<file path="src/rtl/pid_velocity_loop_deadband_defines.svh">
// Assertion macros shared by the velocity loop RTL.
`ifndef PID_VELOCITY_LOOP_DEADBAND_DEFINES_SVH
`define PID_VELOCITY_LOOP_DEADBAND_DEFINES_SVH

// Same-cycle implication, checked outside reset.
`define PVLD_ASSERT_IMP(label, clk, rst, ante, cons) \
   label: assert property (@(posedge clk) disable iff (rst) (ante) |-> (cons)) \
      else $error("pvld assertion failed");

// Next-cycle implication, checked outside reset.
`define PVLD_ASSERT_NXT(label, clk, rst, ante, cons) \
   label: assert property (@(posedge clk) disable iff (rst) (ante) |=> (cons)) \
      else $error("pvld assertion failed");

`endif

</file>
<file path="src/rtl/pvld_pkg.sv">
// Types, constants and helpers for the velocity loop with deadband.
package pvld_pkg;

   localparam int DIV_W  = 40;   // divisor width: holds 20 times a 32-bit time
   localparam int QUOT_W = 64;

   localparam logic [23:0] PROP_GAIN_RST   = 24'd3276800;
   localparam logic [23:0] INTEG_GAIN_RST  = 24'd0;
   localparam logic [23:0] DERIV_GAIN_RST  = 24'd0;
   localparam logic [23:0] DEADBAND_RST    = 24'd13107;
   localparam logic [23:0] INTEG_ZONE_RST  = 24'd13107;
   localparam logic [30:0] INTEG_LIMIT_RST = 31'd6553600;
   localparam logic [14:0] DRIVE_LIMIT_RST = 15'd100;
   localparam logic [7:0]  TIMEOUT_RST     = 8'd4;

   localparam logic OP_SETPOINT = 1'b0;
   localparam logic OP_TICK     = 1'b1;

   typedef enum logic [2:0] {
      CSR_PROP_GAIN   = 3'd0,
      CSR_INTEG_GAIN  = 3'd1,
      CSR_DERIV_GAIN  = 3'd2,
      CSR_DEADBAND    = 3'd3,
      CSR_INTEG_ZONE  = 3'd4,
      CSR_INTEG_LIMIT = 3'd5,
      CSR_DRIVE_LIMIT = 3'd6,
      CSR_TIMEOUT     = 3'd7
   } csr_index_type;

   typedef struct packed {
      logic               opcode;
      logic signed [31:0] setpoint;
      logic signed [31:0] wheel_angle;
      logic [31:0]        elapsed_time;
   } req_type;

   typedef struct packed {
      logic signed [15:0] drive;
      logic signed [31:0] velocity;
   } rsp_type;

   typedef struct packed {
      logic busy;
      logic done;
   } div_stat_type;

   function automatic logic [31:0] mag32(input logic [31:0] v);
      mag32 = v[31] ? (~v + 32'd1) : v;
   endfunction

endpackage

</file>
<file path="src/rtl/pvld_div.sv">
// Restoring divider, one quotient bit per cycle.
module pvld_div
   import pvld_pkg::*;
(
   input  logic                clock,
   input  logic                reset,
   input  logic                start,
   input  logic [QUOT_W-1:0]   dividend,
   input  logic [DIV_W-1:0]    divisor,
   output logic [QUOT_W-1:0]   quotient,
   output div_stat_type        status
);
   `include "pid_velocity_loop_deadband_defines.svh"

   localparam int CNT_W = $clog2(QUOT_W);

   logic [QUOT_W-1:0] quot_ff, quot_in;
   logic [DIV_W:0]    rem_ff, rem_in;
   logic [DIV_W-1:0]  dsr_ff, dsr_in;
   logic [CNT_W-1:0]  cnt_ff, cnt_in;
   logic              busy_ff, busy_in;
   logic              done_ff, done_in;
   logic [DIV_W:0]    shifted;
   logic [DIV_W+1:0]  trial;
   logic              fits;

   always_comb begin
      shifted = {rem_ff[DIV_W-1:0], quot_ff[QUOT_W-1]};
      trial   = {1'b0, shifted} - {2'b0, dsr_ff};
      fits    = !trial[DIV_W+1];
      quot_in = quot_ff;
      rem_in  = rem_ff;
      dsr_in  = dsr_ff;
      cnt_in  = cnt_ff;
      busy_in = busy_ff;
      done_in = 1'b0;
      if (start) begin
         quot_in = dividend;
         rem_in  = '0;
         dsr_in  = divisor;
         cnt_in  = '0;
         busy_in = 1'b1;
      end else if (busy_ff) begin
         rem_in  = fits ? trial[DIV_W:0] : shifted;
         quot_in = {quot_ff[QUOT_W-2:0], fits};
         cnt_in  = cnt_ff + CNT_W'(1);
         if (cnt_ff == CNT_W'(QUOT_W - 1)) begin
            busy_in = 1'b0;
            done_in = 1'b1;
         end
      end
   end

   always_ff @(posedge clock) begin
      if (reset) begin
         busy_ff <= 1'b0;
         done_ff <= 1'b0;
         cnt_ff  <= '0;
      end else begin
         busy_ff <= busy_in;
         done_ff <= done_in;
         cnt_ff  <= cnt_in;
      end
      quot_ff <= quot_in;
      rem_ff  <= rem_in;
      dsr_ff  <= dsr_in;
   end

   assign quotient      = quot_ff;
   assign status.busy   = busy_ff;
   assign status.done   = done_ff;

   `PVLD_ASSERT_NXT(a_start_busy, clock, reset, start, busy_ff)
   `PVLD_ASSERT_IMP(a_done_idle, clock, reset, done_ff, !busy_ff)

endmodule

</file>
<file path="config.mk">
export PLATFORM = sky130hd
export DESIGN_NAME = pvld_div
export DESIGN_NICKNAME = d
export VERILOG_FILES = /design/src/rtl/pvld_pkg.sv /design/src/rtl/pvld_div.sv
export VERILOG_INCLUDE_DIRS = /design/src /design/src/rtl
export SDC_FILE = /design/constraint.sdc
export NUM_CORES = 1
export LEC_CHECK = 0
export ABC_AREA = 1
export BUFFER_PORTS_ARGS = -buffer_cell sky130_fd_sc_hd__buf_2
export CORE_ASPECT_RATIO = 1.4
export CORE_MARGIN = 2
export CORE_UTILIZATION = 40
export CTS_CLUSTER_DIAMETER = 60
export DETAILED_ROUTE_END_ITERATION = 8
export PLACE_DENSITY = 0.64
export SLEW_MARGIN = 20
export SYNTH_ARGS = -nofsm -noshare
export SYNTH_HDL_FRONTEND = slang
export SYNTH_SLANG_ARGS = --single-unit
</file>
<file path="constraint.sdc">
create_clock -name clock -period 4.76 [get_ports clock]
set_input_delay 0.952 -clock clock [delete_from_list [all_inputs] [get_ports clock]]
set_output_delay 0.952 -clock clock [all_outputs]
set_load 0.02 [all_outputs]
</file>
==> results.txt, run 1 <==
----------------------------------------------------
[Run status]
  Result of the run ... completed

[Power]
  Fraction of power spent switching nets ... between 20% and 30%
  Power spent charging and discharging nets ... 0.0009270 W
  Internal power summed over all cells ... 0.002533 W
  Worst ir drop on vdd ... 0.2572 mV
  Part of the power in registers ... 45.0%
  Total power divided by cell area ... 303.6 nW/um2
  Clock group share of total power ... between 40% and 50%
  Proportion of power drawn by combinational gates ... 13.1%
  Leakage power of the design ... 6.079 nW

[GRT]
  GR Util All Layers ... a little under a quarter
  Number of global-route vias before repair ... ~9000
  Global-route wire length before repair ... 45000 um
  Antenna violations before repair ... 0
  Maximum number of pins on one net before global-route repair ... 65
  Total grt overflow ... 0

[STA]
  Slew HR ... 30.53%
  Number of setup violations in the final report ... 0
  Crit share post-route ... ~65%
  Final Max Slew Viols ... 0
  Total negative setup slack ... 0 ns
  Final Skew ... around 0.013 ns
  Highest Clock Rate ... 323.0 MHz
  Number of hold violations in the final report ... 0
  Unrepaired setup endpoints after global routing ... no
  Transition at the pin with the smallest max-transition slack ... 1.040 ns
  Worst hold-check slack ... 0.4568 ns
  Time the worst path needs with I/O delays and setup ... 3.096 ns

[Floorplan]
  Starting density of the core ... 40.43%
  Area inside the core boundary ... 23810 um2
  Std-Cell Rows ... 67
  Chip Height ... between 150 and 200 um
  Horizontal die dimension ... 135.1 um
  Top-Level Pins ... 173
  Die Outline Area ... 25340 um2

[Worst hold path]
  Worst Hold Launch ... cnt_ff[4]
  HP Class ... flop to flop

[Synth]
  Fraction of the mapped netlist area in simple logic gates ... 35.67%
  Post-synthesis cell type count ... 34
  Mean post-synth cell area ... 6.980 um2
  Main combinational cell family by area after synthesis ... simple AND/OR/NAND/NOR gates
  Share of synthesized area occupied by flip-flops and latches ... 42.43%
  Number of warnings issued by yosys ... 0
  Synthesized instance count ... between 1000 and 1500
  Multiplexer area fraction after synthesis ... 0%
  Fraction of synthesized cell area in xor and xnor cells ... around 1.4%
  Number of synthesized register bits ... 152
  Number of nets in the synthesized netlist ... between 1500 and 2000
  Share of the synthesized area in compound gates (AO/OA/AOI/OAI) ... 3.549%
  Cell area after synthesis ... 9625 um2
  Share of synthesized cell area in full adder, half adder and majority cells ... 5.538%

[Critical path]
  Worst setup path start ... dsr_ff[28]
  Worst EP required ... 5.05 ns
  Data arrival time at the worst-slack endpoint ... 3.39 ns
  Category of the most critical setup path ... flop to flop
  CP max FO ... 46
  Endpoint kind of the worst setup timing path ... flop
  Reg2reg start ... dsr_ff[28]
  Startpoint kind of the worst setup timing path ... flop

[Route]
  Antenna Nets Post-Route ... 0
  Wire length after detailed routing ... 28400 um
  First drt pass iteration count ... 5
  DRC violation total after the first TritonRoute iteration ... 488
  Vias ... slightly below 9000
  Avg WL per Cell ... 15.24 um
  Post-detailed-route via-to-cell ratio ... 4.791
  # DRC ... 0

[CTS]
  Insertion delay of the later-clocked pin in the worst-skew pair ... 0.44 ns
  Clock Path Buffers ... 2
  CTS tree ... done
  Number of gates given a new drive strength after cts ... 0
  CTS root buffer ... sky130_fd_sc_hd__clkbuf_16
  Inserted Clock Buffers ... 17
  H-tree depth ... 4
  Clock edge transition at the registers on the reported setup and hold paths ... around 0.070 ns
  Clock sinks ... approximately 150
  Count of buffers added by post-CTS timing repair for setup ... 0
  Post-CTS Hold Fix Bufs ... 0

[Finish]
  Final standard cell area without fillers ... 11400 um2
  Fraction of final layout cells with drive strength greater than 1 ... 15.13%
  Non-Filler Instances ... 1864
  Synth-to-Final Area Change ... 18.41%
  Post-layout nets ... 1689
  Final Core Density ... a little under half

[Place]
  Sum of net half-perimeters after detailed placement ... 21100 um
  Post-DP Area ... 10750 um2
  PortBufs ... 172
  Cell total after placement ... 1830
  Gpl congestion ... 1.007

[Flow run]
  Number of max-cap violations ... 0

----------------------------------------------------
## critical path, stage by stage, from the launching register on
cell	delay [ns]
sky130_fd_sc_hd__edfxtp_1	0.33
sky130_fd_sc_hd__inv_1	0.05
sky130_fd_sc_hd__ha_1	0.39
sky130_fd_sc_hd__nand2_2	0.11
sky130_fd_sc_hd__nor2_2	0.18
sky130_fd_sc_hd__nand2_1	0.16
sky130_fd_sc_hd__nor2_4	0.21
sky130_fd_sc_hd__nand3_4	0.45
sky130_fd_sc_hd__nand3_4	0.73
sky130_fd_sc_hd__nand2_1	0.12
sky130_fd_sc_hd__nand3_1	0.08
sky130_fd_sc_hd__o21ai_1	0.07
## registers in the layout, indices dropped and copies added, names as in the netlist
| name | flops |
|---|---|
| dsr_ff | 40 |
| busy_ff | 1 |
| quotient | 64 |
| rem_ff | 40 |
| cnt_ff | 6 |
| done_ff | 1 |
## cells in the final DEF (no fill, tap or decap), drive strengths merged, types with 2 or more instances in the layout
master	count
nor2	96
buf	179
o21bai	5
inv	248
or2	2
nor3	3
xnor2	14
o21ai	25
edfxtp	104
nand4	41
clkbuf	20
bufinv	3
dfxtp	48
nand2	592
clkinv	4
nand3	91
ha	41
a21oi	29
## area by class of cell
cell class / instances / area (um2)
fill: 2470 / 12410
multi-input combinational: 946 / 4449
sequential: 152 / 4084
timing repair buffer: 179 / 935.9
inverter: 244 / 915.9
clock buffer: 20 / 457.9
tap: 310 / 387.9
clock inverter: 12 / 163.9
antenna: 1 / 2.502
## logic make-up after synthesis
| family | count (synthesis) |
|---|---|
| simple gates | 827 |
| xor+xnor | 15 |
| buf+inv | 281 |
| fa+ha+maj | 42 |
| flops | 152 |
| compound gates | 62 |
## power by group through the flow
| stage | clock, W | sequential (W) | combinational (W) |
|---|---|---|---|
| after global routing | 0.00153 | 0.00157 | 0.000507 |
| after floorplan | 0 | 0.00165 | 0.000209 |
| final | 0.00145 | 0.00156 | 0.000455 |
| after CTS | 0.00148 | 0.00156 | 0.000457 |
| after global placement | 0 | 0.00158 | 0.000451 |
| after detailed placement | 0 | 0.00158 | 0.000457 |
## cells in the mapped netlist
master / instances / area [um2]
sky130_fd_sc_hd__a21boi_0: 1 / 7.510
sky130_fd_sc_hd__and2_1: 1 / 6.260
sky130_fd_sc_hd__nor3_1: 3 / 15.01
sky130_fd_sc_hd__nand4_1: 41 / 256.5
sky130_fd_sc_hd__ha_1: 41 / 513.0
sky130_fd_sc_hd__or2_2: 1 / 6.260
sky130_fd_sc_hd__o21ai_0: 11 / 55.05
sky130_fd_sc_hd__dfxtp_1: 48 / 960.9
sky130_fd_sc_hd__a21oi_1: 28 / 140.1
sky130_fd_sc_hd__o21bai_1: 5 / 37.54
sky130_fd_sc_hd__edfxtp_1: 104 / 3123
sky130_fd_sc_hd__clkbuf_1: 25 / 93.84
sky130_fd_sc_hd__inv_2: 1 / 3.750
sky130_fd_sc_hd__nor2_4: 1 / 11.26
sky130_fd_sc_hd__o21ai_1: 14 / 70.07
sky130_fd_sc_hd__nand3_1: 80 / 400.4
sky130_fd_sc_hd__xnor2_1: 14 / 122.6
sky130_fd_sc_hd__nor2_2: 5 / 31.28
sky130_fd_sc_hd__nand2_1: 589 / 2211
sky130_fd_sc_hd__buf_6: 4 / 45.04
sky130_fd_sc_hd__buf_4: 3 / 22.52
sky130_fd_sc_hd__fa_1: 1 / 20.02
sky130_fd_sc_hd__a21o_1: 1 / 7.510
sky130_fd_sc_hd__nand3_4: 2 / 35.03
sky130_fd_sc_hd__nand3_2: 9 / 90.09
sky130_fd_sc_hd__buf_2: 5 / 25.02
sky130_fd_sc_hd__nand2_2: 3 / 18.77
sky130_fd_sc_hd__inv_1: 243 / 912.1
sky130_fd_sc_hd__o21a_1: 1 / 7.510
sky130_fd_sc_hd__a21oi_4: 1 / 16.27
sky130_fd_sc_hd__nand3b_1: 1 / 7.510
sky130_fd_sc_hd__xor2_1: 1 / 8.760
sky130_fd_sc_hd__or2_1: 1 / 6.260
sky130_fd_sc_hd__nor2_1: 90 / 337.8
## metrics by stage
| step | total power [W] | setup WS [ns] |
|---|---|---|
| CTS | 0.003496 | 1.690 |
| finish | 0.003460 | 1.664 |
| global route | 0.003606 | 1.424 |
| detailed placement | 0.002041 | 1.715 |
| global placement | 0.002034 | 1.708 |
| floorplan | 0.001862 | 1.026 |
## routing by layer
metal,vias up,global-route usage [%],part of all wire (%)
met5,-,0,0
met4,0,9.736,3.3
met3,47,5.677,5.9
met2,276,42.70,53
met1,4011,24.56,38
li1,4597,-,-
## final timing paths
kind / end / slack, ns / cells after the start
setup / recovery: rem_ff[18] / 1.66 / 11
hold / removal: cnt_ff[4] / 0.46 / 1
setup reg to reg: rem_ff[18] / 1.66 / 11
hold reg to reg: cnt_ff[4] / 0.46 / 1
Note: power is estimated with default switching activity, not from simulation.
==> run 2: changes to the inputs <==
PLACE_DENSITY = 0.67   (was 0.64)
clock period = 2.8 ns   (was 4.76 ns; I/O delays follow)
==> run 2 against run 1 <==
Against the previous run:
- wire length decreased by 4.4%
- clock-buffer cell count decreased by 1
- total power increased by 62%
- highest routed layer unchanged
- critical path type unchanged
- global-route usage decreased by 1.1 points
- register-to-register slack got worse by 1.4 ns
- maximum frequency increased by 22%
- setup slack got worse by 1.4 ns
- first-iteration DRC count decreased by 8.4%
==> results.txt, run 2 (synthesized netlist as in run 1, its figures left out) <==
----------------------------------------------------
[STA]
  Number of hold violations in the final report ... 0
  Worst Slack Setup Final ... 0.2593 ns
  Number of setup violations in the final report ... 0
  Crit share post-route ... approximately nine tenths
  Final Max Slew Viols ... 0
  Time the worst path needs with I/O delays and setup ... about 2.5 ns
  Transition at the pin with the smallest max-transition slack ... roughly 0.6 ns
  Unrepaired setup endpoints after global routing ... no
  Final Skew ... 0.01079 ns
  Total negative setup slack ... 0 ns
  Highest Clock Rate ... slightly below 400 MHz
  Slew HR ... 59.22%

[Critical path]
  CP max FO ... 35
  Worst setup path start ... dsr_ff[28]
  Worst r2r path cells ... 13
  Reg2reg start ... dsr_ff[28]
  Cell-by-cell trace of the critical path ... inv_1 -> ha_1 -> a21oi_1 -> nand2_1 -> nand2_1 -> nand2_1 -> a21oi_4 -> buf_4 -> nand4_1 -> nand2_1 -> inv_1 -> nand2_1 -> nand2_1
  Worst EP required ... 3.12 ns
  Startpoint kind of the worst setup timing path ... flop
  Endpoint kind of the worst setup timing path ... flop
  Worst path max stage delay ... about 0.44 ns
  Critical-path cell with the highest stage delay ... sky130_fd_sc_hd__buf_4
  Data arrival time at the worst-slack endpoint ... between 2 and 3 ns
  Worst flop-to-flop path endpoint ... rem_ff[33]
  Category of the most critical setup path ... flop to flop
  CP dominant cell by count ... sky130_fd_sc_hd__nand2_1
  R2R setup slack ... about 0.26 ns

[Finish]
  Most used cells in the layout excluding fill and tap cells ... sky130_fd_sc_hd__nand2_1 (589), sky130_fd_sc_hd__inv_1 (242), sky130_fd_sc_hd__buf_2 (171)
  Layout fillers ... 2506
  Final Core Density ... between 40% and 50%
  Area used by multi-input combinational logic ... approximately 4400 um2
  Synth-to-Final Area Change ... 18.37%
  Post-layout nets ... roughly 1700
  Number of antenna diodes ... 0
  Fraction of final layout cells with drive strength greater than 1 ... about 15%
  Most common cell after layout, fill and taps aside ... sky130_fd_sc_hd__nand2_1
  Number of flip-flops in the largest register ... 64
  Sequential standard cell area ... between 4000 and 5000 um2

[Route]
  # DRC ... 0
  Wire length after detailed routing ... 27160 um
  Avg WL per Cell ... 14.51 um
  DRC violation total after the first TritonRoute iteration ... about 450
  Post-detailed-route via-to-cell ratio ... 4.798
  Vias ... 8982
  First drt pass iteration count ... 5
  Antenna Nets Post-Route ... 0

[Worst hold path]
  Worst Hold End ... dsr_ff[28]
  Worst Hold Launch ... divisor[28]
  HP Class ... primary input to flop
  Hold depth ... 1

[Place]
  Pre-CTS setup slack ... 0.3206 ns
  PortBufs ... 172
  Sum of net half-perimeters after detailed placement ... 21100 um
  Gpl congestion ... roughly 1

[CTS]
  Post-CTS Hold Fix Bufs ... 0
  Insertion delay of the later-clocked pin in the worst-skew pair ... 0.43 ns
  Number of gates given a new drive strength after cts ... 0
  Count of buffers added by post-CTS timing repair for setup ... 0
  Clock edge transition at the registers on the reported setup and hold paths ... about 0.060 ns
  Clock Path Buffers ... 2
  H-tree depth ... 4
  CTS tree ... done
  CTS root buffer ... sky130_fd_sc_hd__clkbuf_16
  Clock sinks ... 152
  Inserted Clock Buffers ... 17

[Floorplan]
  Top-Level Pins ... 173
  Area inside the core boundary ... between 20000 and 25000 um2
  Chip Height ... 187.5 um
  Horizontal die dimension ... 135.1 um
  Std-Cell Rows ... between 60 and 70
  Die Outline Area ... roughly 25000 um2
  Starting density of the core ... between 40% and 50%

[GRT]
  Maximum number of pins on one net before global-route repair ... 64
  GR Util All Layers ... 21.96%
  Global-route wire length before repair ... about 43000 um
  Antenna violations before repair ... 0
  Number of global-route vias before repair ... 8897
  Total grt overflow ... 0

[Run status]
  Result of the run ... completed

[Power]
  Leakage power of the design ... between 6 and 7 nW
  Total power divided by cell area ... between 400 and 500 nW/um2
  Worst ir drop on vdd ... ~0.39 mV
  Total design power ... roughly 0.0056 W

[Flow run]
  Number of max-cap violations ... 0

----------------------------------------------------
## run 2: changes by cell type in the layout (fill, tap and decap cells not counted), moves of 2 or more
cell | before | now
sky130_fd_sc_hd__buf_4 | 7 | 15
sky130_fd_sc_hd__clkinv_4 | 3 | 1
sky130_fd_sc_hd__bufinv_16 | 3 | 1
sky130_fd_sc_hd__buf_12 | 0 | 2
sky130_fd_sc_hd__inv_8 | 0 | 2
sky130_fd_sc_hd__clkinv_1 | 0 | 2
## run 2: worst max path at each step
| stage | end | slack (ns) | cells past startpoint |
|---|---|---|---|
| after CTS | rem_ff[33] | 0.30 | 13 |
| after floorplan | quotient[0] | 0.53 | 4 |
| after global routing | rem_ff[33] | 0.06 | 13 |
| final | rem_ff[33] | 0.26 | 13 |
| after detailed placement | rem_ff[38] | 0.32 | 13 |
| after global placement | rem_ff[38] | 0.32 | 13 |
## run 2: critical path, delay by kind of cell (launching register included)
| kind | cells | cell delay [ns] |
|---|---|---|
| AOI/OAI and AO/OA | 2 | 0.54 |
| DFF | 1 | 0.32 |
| and+or+nand+nor | 7 | 0.67 |
| buffers and inverters | 3 | 0.53 |
| adders and majority gates | 1 | 0.36 |
## run 2: per-layer routing
| metal | global-route usage [%] | share of wire, % | up-vias | routed length [um] |
|---|---|---|---|---|
| met4 | 10.82 | 4.2 | 0 | 1154 |
| li1 | - | - | 4631 | - |
| met1 | 23.10 | 37 | 4027 | 10130 |
| met3 | 5.137 | 5.5 | 61 | 1482 |
| met2 | 40.41 | 53 | 263 | 14400 |
| met5 | 0 | 0 | - | 0 |
## run 2: cell type report
cell class                 count  share of cell area, %
multi-input combinational    946                  39.01
inverter                     244                  8.039
clock inverter                13                  1.054
tap                          310                  3.404
clock buffer                  19                  3.800
sequential                   152                  35.84
timing repair buffer         188                  8.851
## run 2: through the flow
step / instance area [um2] / instances / hold WS, ns
detailed placement: 10840 / 1840 / 0.4540
global placement: 10840 / 1840 / 0.4435
global route: 11390 / 1872 / 0.2809
floorplan: 9627 / 1379 / 0.4218
CTS: 11390 / 1872 / 0.2828
finish: 11390 / 1872 / 0.3017
## run 2: report_power, final
group	switching [W]	internal, W	total, W	leakage (nW)
Sequential	0.0000715	0.00258	0.00265	1.44
Combinational	0.000515	0.000262	0.000776	4.39
Clock	0.000953	0.00123	0.00219	0.267
Total	0.00154	0.00407	0.00561	6.09
